<file path="src/text_line_format_checker_top_defines.svh">
// assertion macros for the text line format checker
`ifndef TEXT_LINE_FORMAT_CHECKER_TOP_DEFINES_SVH
`define TEXT_LINE_FORMAT_CHECKER_TOP_DEFINES_SVH

// clocked assertion, off while reset is high
`define TLFC_ASSERT(lbl, prop, msg) \
  lbl: assert property (@(posedge clk) disable iff (rst) (prop)) else $error(msg);

// clocked assertion that also holds around reset
`define TLFC_ASSERT_ALWAYS(lbl, prop, msg) \
  lbl: assert property (@(posedge clk) (prop)) else $error(msg);

`endif

</file>
<file path="src/tlfc_pkg.sv">
package tlfc_pkg;

  // fixed field widths
  localparam int unsigned BYTE_W = 8;
  localparam int unsigned CODE_W = 4;
  localparam int unsigned POS_W  = 32;

  // default counter width
  localparam int unsigned COUNTER_WIDTH_DEF = 32;

  // most results one item can cause
  localparam int unsigned RES_MAX = 3;
  localparam int unsigned CNT_W   = 2;

  // result queue sizing
  localparam int unsigned QDEPTH = 8;
  localparam int unsigned PTR_W  = $clog2(QDEPTH);
  localparam int unsigned OCC_W  = $clog2(QDEPTH + 1);

  // byte classes
  localparam logic [BYTE_W-1:0] BYTE_CR    = 8'd13;
  localparam logic [BYTE_W-1:0] BYTE_LF    = 8'd10;
  localparam logic [BYTE_W-1:0] BYTE_SPACE = 8'd32;
  localparam logic [BYTE_W-1:0] BYTE_LOW   = 8'd32;
  localparam logic [BYTE_W-1:0] BYTE_HIGH  = 8'd126;

  typedef enum logic [CODE_W-1:0] {
    CODE_ILLEGAL      = 4'd0,
    CODE_TRAIL_SPACE  = 4'd1,
    CODE_LF_NO_CR     = 4'd2,
    CODE_REPEAT_CR    = 4'd3,
    CODE_CR_NO_LF     = 4'd4,
    CODE_REPEAT_LF    = 4'd5,
    CODE_FINAL_UNTERM = 4'd6,
    CODE_FINAL_SPACE  = 4'd7,
    CODE_EMPTY        = 4'd8,
    CODE_END_SCAN     = 4'd9
  } finding_code_t;

  // findings of one item, all at the same position
  typedef struct packed {
    logic [CNT_W-1:0]  count;
    finding_code_t     code0;
    finding_code_t     code1;
    finding_code_t     code2;
    logic [POS_W-1:0]  line;
    logic [POS_W-1:0]  col;
    logic [POS_W-1:0]  off;
    logic [BYTE_W-1:0] byte_val;
  } bundle_t;

  // one queued result
  typedef struct packed {
    finding_code_t     code;
    logic [POS_W-1:0]  line;
    logic [POS_W-1:0]  col;
    logic [POS_W-1:0]  off;
    logic [BYTE_W-1:0] byte_val;
    logic              last;
  } result_t;

  // pick a finding code out of a bundle
  function automatic finding_code_t bundle_code(bundle_t b, logic [CNT_W-1:0] idx);
    finding_code_t c;
    case (idx)
      2'd0:    c = b.code0;
      2'd1:    c = b.code1;
      default: c = b.code2;
    endcase
    return c;
  endfunction

endpackage

</file>
<file path="src/tlfc_in_if.sv">
interface tlfc_in_if;
  import tlfc_pkg::*;

  logic              valid;
  logic              ready;
  logic [BYTE_W-1:0] data_byte;
  logic              end_marker;

  modport source (output valid, data_byte, end_marker, input ready);
  modport sink   (input valid, data_byte, end_marker, output ready);
endinterface

</file>
<file path="src/tlfc_out_if.sv">
interface tlfc_out_if;
  import tlfc_pkg::*;

  logic              valid;
  logic              ready;
  logic [CODE_W-1:0] finding_code;
  logic [POS_W-1:0]  line_number;
  logic [POS_W-1:0]  column_number;
  logic [POS_W-1:0]  byte_offset;
  logic [BYTE_W-1:0] offending_byte;
  logic              last_result;

  modport source (output valid, finding_code, line_number, column_number, byte_offset,
                  offending_byte, last_result, input ready);
  modport sink   (input valid, finding_code, line_number, column_number, byte_offset,
                  offending_byte, last_result, output ready);
endinterface

</file>
<file path="src/text_line_format_checker_top.sv">
// Text line format checker: takes one byte of a text file per transaction (or an
// end-of-file marker) and reports formatting findings, each with line, column
// and byte offset, ending every file with an end-of-scan result. A byte is
// taken in every cycle in which the queue has room; the scan state updates on
// acceptance and an item's findings (at most three) pass through the result
// register into an eight-entry result queue that drains one result per cycle
// while the output is ready. The input stalls only while the queue, together
// with the findings in flight, has fewer than three free entries, so throughput
// is one byte per cycle except around bursts of findings or output stalls.
module text_line_format_checker_top #(
  parameter int unsigned COUNTER_WIDTH = tlfc_pkg::COUNTER_WIDTH_DEF
) (
  input logic        clk,
  input logic        rst,
  tlfc_in_if.sink    in_ch,
  tlfc_out_if.source out_ch
);
  import tlfc_pkg::*;

`include "text_line_format_checker_top_defines.svh"

  bundle_t bundle;
  result_t head;
  logic    head_valid;
  logic    room;
  logic    accept;

  assign in_ch.ready = room;
  assign accept      = in_ch.valid && room;

  // scan state and per-item findings
  tlfc_scan #(
    .COUNTER_WIDTH(COUNTER_WIDTH)
  ) u_scan (
    .clk       (clk),
    .rst       (rst),
    .accept    (accept),
    .data_byte (in_ch.data_byte),
    .end_marker(in_ch.end_marker),
    .bundle    (bundle)
  );

  // result queue
  tlfc_queue u_queue (
    .clk       (clk),
    .rst       (rst),
    .bundle    (bundle),
    .pop       (out_ch.ready),
    .head      (head),
    .head_valid(head_valid),
    .room      (room)
  );

  // output channel
  assign out_ch.valid          = head_valid;
  assign out_ch.finding_code   = head.code;
  assign out_ch.line_number    = head.line;
  assign out_ch.column_number  = head.col;
  assign out_ch.byte_offset    = head.off;
  assign out_ch.offending_byte = head.byte_val;
  assign out_ch.last_result    = head.last;

  // checks
  `TLFC_ASSERT(a_end_gives_results, accept && in_ch.end_marker |=> bundle.count != '0, "end item gave no results")
  `TLFC_ASSERT_ALWAYS(a_ready_after_reset, $past(rst) |-> in_ch.ready, "not ready after reset")
  `TLFC_ASSERT(a_end_scan_is_last, out_ch.valid && out_ch.finding_code == CODE_END_SCAN |-> out_ch.last_result, "end of scan not marked last")

endmodule

</file>
<file path="src/tlfc_scan.sv">
module tlfc_scan #(
  parameter int unsigned COUNTER_WIDTH = tlfc_pkg::COUNTER_WIDTH_DEF
) (
  input  logic                      clk,
  input  logic                      rst,
  input  logic                      accept,
  input  logic [tlfc_pkg::BYTE_W-1:0] data_byte,
  input  logic                      end_marker,
  output tlfc_pkg::bundle_t         bundle
);
  import tlfc_pkg::*;

  localparam int unsigned EXT_W = COUNTER_WIDTH + POS_W;

  typedef logic [COUNTER_WIDTH-1:0] cnt_t;

  typedef enum logic [2:0] {
    ST_LINE = 3'b001,
    ST_CR   = 3'b010,
    ST_LF   = 3'b100
  } line_state_t;

  localparam cnt_t CNT_MAX = {COUNTER_WIDTH{1'b1}};
  localparam cnt_t CNT_ONE = COUNTER_WIDTH'(1);

  line_state_t st, st_next;
  cnt_t        line_cnt, line_cnt_next;
  cnt_t        col_cnt, col_cnt_next;
  cnt_t        off_cnt, off_cnt_next;
  logic        prev_space, prev_space_next;
  logic        any_seen, any_seen_next;

  finding_code_t    codes [RES_MAX];
  logic [CNT_W-1:0] n;
  cnt_t             off_pos;
  logic             is_cr, is_lf, illegal, trail;

  function automatic cnt_t sat_inc(cnt_t v);
    return (v == CNT_MAX) ? v : v + CNT_ONE;
  endfunction

  // clip a counter to the 32-bit position field
  function automatic logic [POS_W-1:0] clip(cnt_t v);
    logic [EXT_W-1:0] ext;
    ext = EXT_W'(v);
    return (|ext[EXT_W-1:POS_W]) ? {POS_W{1'b1}} : ext[POS_W-1:0];
  endfunction

  // byte classes
  assign is_cr   = (data_byte == BYTE_CR);
  assign is_lf   = (data_byte == BYTE_LF);
  assign illegal = ((data_byte < BYTE_LOW) || (data_byte > BYTE_HIGH)) && !is_cr && !is_lf;
  assign trail   = any_seen && prev_space;

  // findings and next state for one item
  always_comb begin
    codes[0]        = CODE_END_SCAN;
    codes[1]        = CODE_END_SCAN;
    codes[2]        = CODE_END_SCAN;
    n               = '0;
    st_next         = st;
    line_cnt_next   = line_cnt;
    col_cnt_next    = col_cnt;
    off_cnt_next    = sat_inc(off_cnt);
    prev_space_next = (data_byte == BYTE_SPACE);
    any_seen_next   = 1'b1;
    off_pos         = off_cnt;

    if (end_marker) begin
      off_pos = (off_cnt != '0) ? off_cnt - CNT_ONE : '0;
      if (!any_seen) begin
        codes[0] = CODE_EMPTY;
        codes[1] = CODE_END_SCAN;
        n        = 2'd2;
      end else begin
        if (st != ST_LF) begin
          codes[n] = CODE_FINAL_UNTERM;
          n        = n + 2'd1;
        end
        if ((st != ST_CR) && (st != ST_LF) && prev_space) begin
          codes[n] = CODE_FINAL_SPACE;
          n        = n + 2'd1;
        end
        codes[n] = CODE_END_SCAN;
        n        = n + 2'd1;
      end
      // back to reset for the next file
      st_next         = ST_LINE;
      line_cnt_next   = CNT_ONE;
      col_cnt_next    = CNT_ONE;
      off_cnt_next    = '0;
      prev_space_next = 1'b0;
      any_seen_next   = 1'b0;
    end else begin
      if (illegal) begin
        codes[n] = CODE_ILLEGAL;
        n        = n + 2'd1;
      end
      case (st)
        ST_CR: begin
          if (is_lf) begin
            line_cnt_next = sat_inc(line_cnt);
            col_cnt_next  = CNT_ONE;
            st_next       = ST_LF;
          end else if (is_cr) begin
            codes[n]     = CODE_REPEAT_CR;
            n            = n + 2'd1;
            col_cnt_next = sat_inc(col_cnt);
          end else begin
            codes[n]     = CODE_CR_NO_LF;
            n            = n + 2'd1;
            col_cnt_next = sat_inc(col_cnt);
          end
        end
        ST_LF: begin
          if (is_lf) begin
            codes[n]      = CODE_REPEAT_LF;
            n             = n + 2'd1;
            line_cnt_next = sat_inc(line_cnt);
            col_cnt_next  = CNT_ONE;
          end else if (is_cr) begin
            col_cnt_next = sat_inc(col_cnt);
            st_next      = ST_CR;
          end else begin
            col_cnt_next = sat_inc(col_cnt);
            st_next      = ST_LINE;
          end
        end
        default: begin
          if (is_lf) begin
            if (trail) begin
              codes[n] = CODE_TRAIL_SPACE;
              n        = n + 2'd1;
            end
            codes[n]      = CODE_LF_NO_CR;
            n             = n + 2'd1;
            line_cnt_next = sat_inc(line_cnt);
            col_cnt_next  = CNT_ONE;
            st_next       = ST_LF;
          end else if (is_cr) begin
            if (trail) begin
              codes[n] = CODE_TRAIL_SPACE;
              n        = n + 2'd1;
            end
            st_next = ST_CR;
          end else begin
            col_cnt_next = sat_inc(col_cnt);
          end
        end
      endcase
    end
  end

  // scan state
  always_ff @(posedge clk) begin
    if (rst) begin
      st         <= ST_LINE;
      line_cnt   <= CNT_ONE;
      col_cnt    <= CNT_ONE;
      off_cnt    <= '0;
      prev_space <= 1'b0;
      any_seen   <= 1'b0;
    end else if (accept) begin
      st         <= st_next;
      line_cnt   <= line_cnt_next;
      col_cnt    <= col_cnt_next;
      off_cnt    <= off_cnt_next;
      prev_space <= prev_space_next;
      any_seen   <= any_seen_next;
    end
  end

  // result register: count is control and reset, the rest is payload
  always_ff @(posedge clk) begin
    bundle.code0    <= codes[0];
    bundle.code1    <= codes[1];
    bundle.code2    <= codes[2];
    bundle.line     <= clip(line_cnt);
    bundle.col      <= clip(col_cnt);
    bundle.off      <= clip(off_pos);
    bundle.byte_val <= end_marker ? '0 : data_byte;
    if (rst) begin
      bundle.count <= '0;
    end else begin
      bundle.count <= accept ? n : '0;
    end
  end

endmodule

</file>
<file path="src/tlfc_queue.sv">
module tlfc_queue (
  input  logic              clk,
  input  logic              rst,
  input  tlfc_pkg::bundle_t bundle,
  input  logic              pop,
  output tlfc_pkg::result_t head,
  output logic              head_valid,
  output logic              room
);
  import tlfc_pkg::*;

  result_t          mem [QDEPTH];
  logic [PTR_W-1:0] wp, rp;
  logic [OCC_W-1:0] occ;
  logic [OCC_W:0]   fill;
  logic             do_pop;

  // space for a full bundle after the one now in flight
  assign fill       = (OCC_W+1)'(occ) + (OCC_W+1)'(bundle.count);
  assign room       = (fill <= (OCC_W+1)'(QDEPTH - RES_MAX));
  assign head_valid = (occ != '0);
  assign head       = mem[rp];
  assign do_pop     = pop && head_valid;

  // write the findings of one item in order, last flag on the final one
  always_ff @(posedge clk) begin
    for (int i = 0; i < RES_MAX; i++) begin
      if (CNT_W'(i) < bundle.count) begin
        mem[wp + PTR_W'(i)].code <= bundle_code(bundle, CNT_W'(i));
        mem[wp + PTR_W'(i)].line <= bundle.line;
        mem[wp + PTR_W'(i)].col  <= bundle.col;
        mem[wp + PTR_W'(i)].off  <= bundle.off;
        mem[wp + PTR_W'(i)].byte_val <=
          ((bundle_code(bundle, CNT_W'(i)) == CODE_ILLEGAL) ||
           (bundle_code(bundle, CNT_W'(i)) == CODE_CR_NO_LF)) ? bundle.byte_val : '0;
        mem[wp + PTR_W'(i)].last <= (CNT_W'(i) == bundle.count - CNT_W'(1));
      end
    end
  end

  // pointers and occupancy
  always_ff @(posedge clk) begin
    if (rst) begin
      wp  <= '0;
      rp  <= '0;
      occ <= '0;
    end else begin
      wp  <= wp + PTR_W'(bundle.count);
      rp  <= rp + PTR_W'(do_pop);
      occ <= occ + OCC_W'(bundle.count) - OCC_W'(do_pop);
    end
  end

endmodule
</file>
<file path="src/flat_wrapper.sv">
// flat-port wrapper written by rule: the top's interface ports become plain ports
module text_line_format_checker_top_flat import tlfc_pkg::*;
#(
  parameter int unsigned COUNTER_WIDTH = tlfc_pkg::COUNTER_WIDTH_DEF
)
  (clk, rst, in_ch_valid, in_ch_data_byte, in_ch_end_marker, in_ch_ready, out_ch_valid, out_ch_finding_code, out_ch_line_number, out_ch_column_number, out_ch_byte_offset, out_ch_offending_byte, out_ch_last_result, out_ch_ready);
  tlfc_in_if in_ch_i ();
  tlfc_out_if out_ch_i ();
  input logic clk;
  input logic rst;
  input wire logic [$bits(in_ch_i.valid)-1:0] in_ch_valid;
  input wire logic [$bits(in_ch_i.data_byte)-1:0] in_ch_data_byte;
  input wire logic [$bits(in_ch_i.end_marker)-1:0] in_ch_end_marker;
  output wire logic [$bits(in_ch_i.ready)-1:0] in_ch_ready;
  output wire logic [$bits(out_ch_i.valid)-1:0] out_ch_valid;
  output wire logic [$bits(out_ch_i.finding_code)-1:0] out_ch_finding_code;
  output wire logic [$bits(out_ch_i.line_number)-1:0] out_ch_line_number;
  output wire logic [$bits(out_ch_i.column_number)-1:0] out_ch_column_number;
  output wire logic [$bits(out_ch_i.byte_offset)-1:0] out_ch_byte_offset;
  output wire logic [$bits(out_ch_i.offending_byte)-1:0] out_ch_offending_byte;
  output wire logic [$bits(out_ch_i.last_result)-1:0] out_ch_last_result;
  input wire logic [$bits(out_ch_i.ready)-1:0] out_ch_ready;
  assign in_ch_i.valid = in_ch_valid;
  assign in_ch_i.data_byte = in_ch_data_byte;
  assign in_ch_i.end_marker = in_ch_end_marker;
  assign in_ch_ready = in_ch_i.ready;
  assign out_ch_valid = out_ch_i.valid;
  assign out_ch_finding_code = out_ch_i.finding_code;
  assign out_ch_line_number = out_ch_i.line_number;
  assign out_ch_column_number = out_ch_i.column_number;
  assign out_ch_byte_offset = out_ch_i.byte_offset;
  assign out_ch_offending_byte = out_ch_i.offending_byte;
  assign out_ch_last_result = out_ch_i.last_result;
  assign out_ch_i.ready = out_ch_ready;
  text_line_format_checker_top #(.COUNTER_WIDTH(COUNTER_WIDTH)) u_core (.clk(clk), .rst(rst), .in_ch(in_ch_i), .out_ch(out_ch_i));
endmodule
</file>
<file path="config.mk">
export PLATFORM = sky130hd
export DESIGN_NAME = text_line_format_checker_top_flat
export DESIGN_NICKNAME = d
export VERILOG_FILES = /design/src/tlfc_pkg.sv /design/src/tlfc_in_if.sv /design/src/tlfc_out_if.sv /design/src/text_line_format_checker_top.sv /design/src/tlfc_scan.sv /design/src/tlfc_queue.sv /design/src/flat_wrapper.sv
export VERILOG_INCLUDE_DIRS = /design/src /design/src/src
export SDC_FILE = /design/constraint.sdc
export NUM_CORES = 1
export LEC_CHECK = 0
export ABC_CLOCK_PERIOD_IN_PS = 9500
export BUFFER_PORTS_ARGS = -buffer_cell sky130_fd_sc_hd__buf_4
export CAP_MARGIN = 10
export CORE_ASPECT_RATIO = 1.25
export CORE_MARGIN = 10
export CORE_UTILIZATION = 56
export DETAILED_ROUTE_END_ITERATION = 10
export GPL_TIMING_DRIVEN = 0
export PLACE_DENSITY = 0.76
export SLEW_MARGIN = 20
export SYNTH_ARGS = -nofsm -noshare
export SYNTH_HDL_FRONTEND = slang
export SYNTH_SLANG_ARGS = --single-unit
</file>
<file path="constraint.sdc">
create_clock -name clk -period 9.5 [get_ports clk]
set_input_delay 1.9 -clock clk [delete_from_list [all_inputs] [get_ports clk]]
set_output_delay 1.9 -clock clk [all_outputs]
set_load 0.05 [all_outputs]
</file>
==> out/metrics.cfg, run 1 <==
[final_layout]
drive_above_1_share_pct=22.8
syn2layout_area_growth_pct=15.1
num-fill-cells=5384
final_nets=3199
regArea_sq_mm=0.0307
multi_input_area_sq_mm=0.0135

[synthesis]
yosysUniqueCellTypes=73
async_flop_share_pct=0
yosys-top-cells-area=edfxtp_1 58%, mux4_2 11%, dfxtp_1 10%
synth_seq_cells=1099
synthCells=2889
yosysTopAreaCell=edfxtp_1
synth_edf_count=872
synth_ff_type=edfxtp_1
ys_warn_count=0
syn_area_sq_mm=0.0451
ys_seq_area_share_pct=68.1
yosysMostFrequentCell=edfxtp_1
synth_nets=2930
synth.top_cells.by_count=872 x edfxtp_1, 227 x dfxtp_1, 218 x mux4_2
syn_area_per_cell_sq_um=15.6
synth_top_area_share_pct=58.0

[floorplanning]
die_h_um=337
pin_count=124
die_w_um=274
dieArea_sq_mm=0.0924
fp-row-count=116
core_sq_mm=0.0800
initial_utilization_pct=56.4

[power_and_ir_drop]
power.switching_w=0.00365
finalPower_w=0.0125
swShare_pct=29.3
internal-power_w=0.00882
p_leak_nw=17.7
ir_worst_vdd_v=0.000286
p_per_area_mw_per_mm2=240
p_comb_share_pct=22.3
p_seq_share_pct=44.1
clkPwrFrac_pct=33.6

[hold_path]
hold_path_end=u_core.u_scan.bundle[51]$_DFF_P_
holdPathStages=0
hp-class=register to register
hold_path_startpoint=u_core.u_scan.col_cnt[11]$_SDFFE_PP0P_

[timing]
finClkSkew_ps=29.4
period_minus_slack_ps=5950
period_share_pct=62.6
tightest_slew_ps=1240
setup_violations=0
max-slew-margin-rel_pct=17.2
final.setup.tns_ps=0
setup_ws_ps=3550
max_clock_freq_mhz=168
final-hold-violation-count=0
drv_slew=0
grt_setup_unrepaired=no

[global_route]
use_met3_pct=4.43
use_met1_pct=32.1
grt_max_degree=44
gr-usage-met2_pct=41.6
antenna_found_initial=6
grt_pass1_vias=27983
globalRouteTotalUtil_pct=24.9
top_usage_layer=met2
gr-total-overflow=0
grt_pass1_wl_mm=173

[worst_setup_path]
worst_ep_required_time_ps=7600
reg2reg_from=u_core.u_scan.bundle[117]$_SDFF_PP0_
r2r_slack_ps=5080
r2r-end=u_core.u_scan.col_cnt[11]$_SDFFE_PP0P_
cp.arrival_ps=4050
reg2regPathDepth=10
crit_path_start_kind=register
end_kind=primary output
critPathKind=register to primary output
crit_fanout=10

[clock_network]
cts_sinks=1099
cts_setup_buffers=0
clk_pin_slew_worst_paths_ps=60
postCtsHoldBufs=0
cts_tree=done
clk-insertion-delay-late_ps=680
clock_path_buffers=3
cts-root-buf=clkbuf_16
cts.repair.resized=0
cts_max_level=3
cts_buffers=101

[detailed_routing]
routed_wl_mm=116
antenna_left=0
wl_per_cell_um=26.9
avgViaCountPerCell=6.40
vias=27580
remaining_drc_errors=0
firstDrtPassIters=7
drt_iter0_markers=3882

[placement]
gp_congestion=0.967
io_buffers=123
dpl.hpwl_mm=74.3
place_ws_ps=4340

[outcome]
status=finished clean

[flow_run]
cap_violations=0

[placed cells by master (no fill, tap or decap), types with 41 or more instances in the layout]
| master | n |
|---|---|
| edfxtp_1 | 872 |
| or4_1 | 48 |
| a21oi_1 | 126 |
| clkbuf_16 | 105 |
| o31ai_1 | 41 |
| nand4_1 | 48 |
| mux4_2 | 218 |
| dfxtp_1 | 227 |
| mux2i_1 | 64 |
| clkbuf_1 | 145 |
| buf_4 | 124 |
| a31oi_1 | 78 |
| o21ai_0 | 61 |
| nand3_1 | 66 |
| mux2_2 | 110 |
| nand2_1 | 166 |
| nor2_1 | 195 |
[area by class of cell]
cell class / count / share of cell area [%]
tap: 1062 / 2.56
buffer: 206 / 1.65
antenna: 2 / 0.00964
multi-input combinational: 1550 / 26.0
timing repair buffer: 166 / 3.65
inverter: 34 / 0.246
clock buffer: 136 / 5.55
sequential: 1099 / 59.2
clock inverter: 55 / 1.14
[worst max-delay path: stages (launching register included)]
cell      delay [ps]
dfxtp_1          350
clkbuf_2         550
clkbuf_2         650
buf_1            820
mux4_2           450
mux2_2           340
buf_4            210
[worst max path at each step]
stage	from	to	slack, ps	cells past startpoint
floorplan	u_core.u_scan.bundle[116]$_SDFF_PP0_	u_core.u_queue.mem[3][0]$_DFFE_PP_	-50	4
global placement	u_core.u_scan.bundle[117]$_SDFF_PP0_	u_core.u_queue.mem[3][36]$_DFFE_PP_	-9020	4
detailed placement	u_core.u_queue.rp[1]$_SDFF_PP0_	out_ch_finding_code[2]	4340	6
CTS	u_core.u_queue.rp[1]$_SDFF_PP0_	out_ch_finding_code[2]	3630	6
global route	u_core.u_queue.rp[1]$_SDFF_PP0_	out_ch_finding_code[2]	3600	6
finish	u_core.u_queue.rp[1]$_SDFF_PP0_	out_ch_finding_code[2]	3550	6
[per-stage QoR]
| step | area [sq um] | std cells | hold WS (ps) | util [%] |
|---|---|---|---|---|
| 6_report | 51900 | 4310 | 360 | 64.9 |
| 3_5_place_dp | 48400 | 4117 | 351 | 60.6 |
| 3_3_place_gp | 47400 | 4074 | 344 | 59.2 |
| 2_1_floorplan | 45100 | 2889 | 326 | - |
| 4_1_cts | 51900 | 4308 | 359 | 64.9 |
| 5_1_grt | 51900 | 4309 | 365 | 64.9 |
[kinds of logic after synthesis]
logic type	count (synthesis)	synth area share, %
compound gates	363	4.87
fa+ha+maj	29	0.849
buf+inv	240	2.15
xor+xnor	33	0.641
simple gates	733	8.33
flops	1099	68.1
mux	392	15.0
[state kept, by name, indices dropped and copies added, names as in the netlist]
name,cells
u_core.u_queue.mem,872
u_core.u_scan.bundle,116
u_core.u_scan.col_cnt,32
u_core.u_scan.line_cnt,32
u_core.u_scan.off_cnt,32
u_core.u_queue.occ,4
u_core.u_queue.rp,3
u_core.u_queue.wp,3
u_core.u_scan.st,3
u_core.u_scan.any_seen,1
u_core.u_scan.prev_space,1
[power by group through the flow]
stage / Sequential [W] / Combinational, W / Clock (W)
2_1_floorplan: 0.00558 / 0.00194 / 0
3_3_place_gp: 0.00563 / 0.00275 / 0
3_5_place_dp: 0.00561 / 0.00281 / 0
4_1_cts: 0.00551 / 0.00282 / 0.00424
5_1_grt: 0.00552 / 0.00294 / 0.00442
6_report: 0.00551 / 0.00278 / 0.00419
[per-layer routing]
layer | up-vias | wire [um]
met3 | 299 | 9100
met1 | 13992 | 44200
met5 | - | 56
li1 | 11917 | -
met2 | 1364 | 58100
met4 | 8 | 4400
Power figures use the tool's default switching activity.
==> run 2: changes to the inputs <==
ABC_AREA = 1   (was not set)
ABC_CLOCK_PERIOD_IN_PS = 5900   (was 9500)
CORE_UTILIZATION = 60   (was 56)
PLACE_DENSITY = 0.77   (was 0.76)
clock period = 5.9 ns   (was 9.5 ns; I/O delays follow)
==> out/metrics.cfg, run 2 <==
[synthesis]
ys_warn_count=0  ; unchanged
synth_edf_count=872  ; unchanged
yosys-top-cells-area=edfxtp_1 56%, dfxtp_1 9.7%, nor2_1 9.0%
synth_top_area_share_pct=55.6  ; -2.4 points
synth_ff_type=edfxtp_1
async_flop_share_pct=0  ; unchanged
synth_seq_cells=1099  ; unchanged
synth.top_cells.by_count=1125 x nor2_1, 872 x edfxtp_1, 621 x o21ai_0
synthCells=4629  ; +60%
syn_area_sq_mm=0.0471  ; +4.3%
yosysTopAreaCell=edfxtp_1
syn_area_per_cell_sq_um=10.2  ; -35%
yosysUniqueCellTypes=53  ; -27%
synth_nets=4670  ; +59%
yosysMostFrequentCell=nor2_1
ys_seq_area_share_pct=65.3  ; -2.8 points

[clock_network]
clk-insertion-delay-late_ps=700  ; +20 ps
cts_max_level=3  ; unchanged
cts_setup_buffers=0  ; unchanged
cts_tree=done
cts_buffers=102  ; +0.99%
clock_path_buffers=3  ; unchanged
cts.repair.resized=0  ; unchanged
clk_pin_slew_worst_paths_ps=60  ; about the same
cts_sinks=1099  ; unchanged
cts-root-buf=clkbuf_16
postCtsHoldBufs=0  ; unchanged

[detailed_routing]
wl_per_cell_um=22.3  ; -17%
firstDrtPassIters=8  ; +1
antenna_left=0  ; unchanged
drt_iter0_markers=4310  ; +11%
avgViaCountPerCell=6.00  ; -6.2%
vias=36038  ; +31%
routed_wl_mm=134  ; +16%
remaining_drc_errors=0  ; unchanged

[timing]
drv_slew=0  ; unchanged
tightest_slew_ps=963  ; -279 ps
final-hold-violation-count=0  ; unchanged
setup_violations=0  ; unchanged
setup_ws_ps=342  ; -3210 ps
grt_setup_unrepaired=no
max-slew-margin-rel_pct=35.8  ; +19 points
finClkSkew_ps=31.5  ; +2.12 ps
period_share_pct=94.2
final.setup.tns_ps=0  ; unchanged
max_clock_freq_mhz=180
period_minus_slack_ps=5560

[final_layout]
regMostFlops=u_core.u_queue.mem
final_nets=4913  ; +54%
num-fill-cells=5703  ; +5.9%
final_common_cell=nor2_1
reg.largest.list=u_core.u_queue.mem x872, u_core.u_scan.bundle x116
drive_above_1_share_pct=9.96  ; -13 points
syn2layout_area_growth_pct=13.3
regArea_sq_mm=0.0307  ; unchanged
multi_input_area_sq_mm=0.0143  ; +6.2%
layout_common_cells=1125 x nor2_1, 872 x edfxtp_1, 621 x o21ai_0
largest_register_ffs=872  ; unchanged

[global_route]
globalRouteTotalUtil_pct=28.8  ; +3.9 points
gr-total-overflow=0  ; unchanged
grt_pass1_wl_mm=202  ; +16%
grt_pass1_vias=34704  ; +24%
antenna_found_initial=6  ; unchanged
grt_max_degree=49  ; +11%

[worst_setup_path]
worst_ep_required_time_ps=4720  ; -2880 ps
end_kind=primary output
crit_path_start_kind=register
crit_fanout=11  ; +1
critPathKind=register to primary output
cp.arrival_ps=4380  ; +330 ps

[floorplanning]
core_sq_mm=0.0776  ; -3.0%
fp-row-count=114  ; -1.7%
dieArea_sq_mm=0.0901  ; -2.5%
die_w_um=270  ; -1.2%
initial_utilization_pct=60.7  ; +4.2 points
pin_count=124  ; unchanged
die_h_um=333  ; -1.3%

[power_and_ir_drop]
p_per_area_mw_per_mm2=415  ; +73%
p_leak_nw=18.7  ; +5.5%
ir_worst_vdd_v=0.000365  ; +27%
finalPower_w=0.0221  ; +77%

[placement]
place_ws_ps=1130  ; -3210 ps
dpl.hpwl_mm=87.6  ; +18%
io_buffers=122  ; -0.81%
gp_congestion=0.970  ; +0.28%

[hold_path]
hp-class=register to register

[flow_run]
cap_violations=0  ; unchanged

[outcome]
status=finished clean

-- run 2: path summary, 6_finish.rpt --
| kind | cells after the start | end | slack [ps] | from |
|---|---|---|---|---|
| max | 9 | out_ch_last_result | 340 | u_core.u_queue.rp[0]$_SDFF_PP0_ |
| max reg2reg | 8 | u_core.u_queue.mem[2][54]$_DFFE_PP_ | 2180 | u_core.u_scan.bundle[117]$_SDFF_PP0_ |
| min | 0 | u_core.u_scan.bundle[65]$_DFF_P_ | 370 | u_core.u_scan.col_cnt[25]$_SDFFE_PP0P_ |
| min reg2reg | 0 | u_core.u_scan.bundle[65]$_DFF_P_ | 370 | u_core.u_scan.col_cnt[25]$_SDFFE_PP0P_ |
-- run 2: cells by family (layout without fill, tap and decap cells) --
group / count (synthesis) / count (layout) / synth area share (%)
fa+ha+maj: 28 / 28 / 0.792
xor+xnor: 33 / 33 / 0.614
simple gates: 1954 / 1954 / 17.1
flops: 1099 / 1099 / 65.3
other cells: 0 / 3 / 0
compound gates: 1025 / 1025 / 11.9
buf+inv: 490 / 819 / 4.37
-- run 2: stage by stage --
stage	utilization, %	instance area [sq um]	std cells	hold slack (ps)
floorplan	-	47100	4629	351
global placement	63.5	49300	5795	359
detailed placement	64.2	49800	5812	362
CTS	68.7	53300	6002	374
global route	68.7	53300	6002	384
finish	68.7	53300	6005	373
-- run 2: layout make-up --
cell class	count	share of cell area (%)
sequential	1099	57.6
clock buffer	137	5.49
clock inverter	53	1.01
timing repair buffer	139	2.60
multi-input combinational	3040	26.9
antenna	3	0.0141
buffer	253	2.20
tap	1044	2.45
inverter	237	1.68
-- run 2: where the power goes --
part           switching [W]  internal [W]
Clock                0.00291       0.00389
Combinational        0.00482       0.00168
Sequential          0.000179       0.00865
-- run 2: per-layer routing --
metal	vias up	track usage [%]	part of all wire, %
li1	16545	-	-
met1	17223	36.0	38
met2	1924	48.9	49
met3	340	5.16	8.6
met4	6	11.8	3.8
met5	-	0	0.034
-- run 2: worst max-delay path: stages, from the launching register on --
cell	delay (ps)
dfxtp_1	540
buf_2	450
buf_2	620
buf_2	620
buf_2	400
nor2_1	100
o22ai_1	360
nor2_1	70
a31oi_1	240
buf_4	240
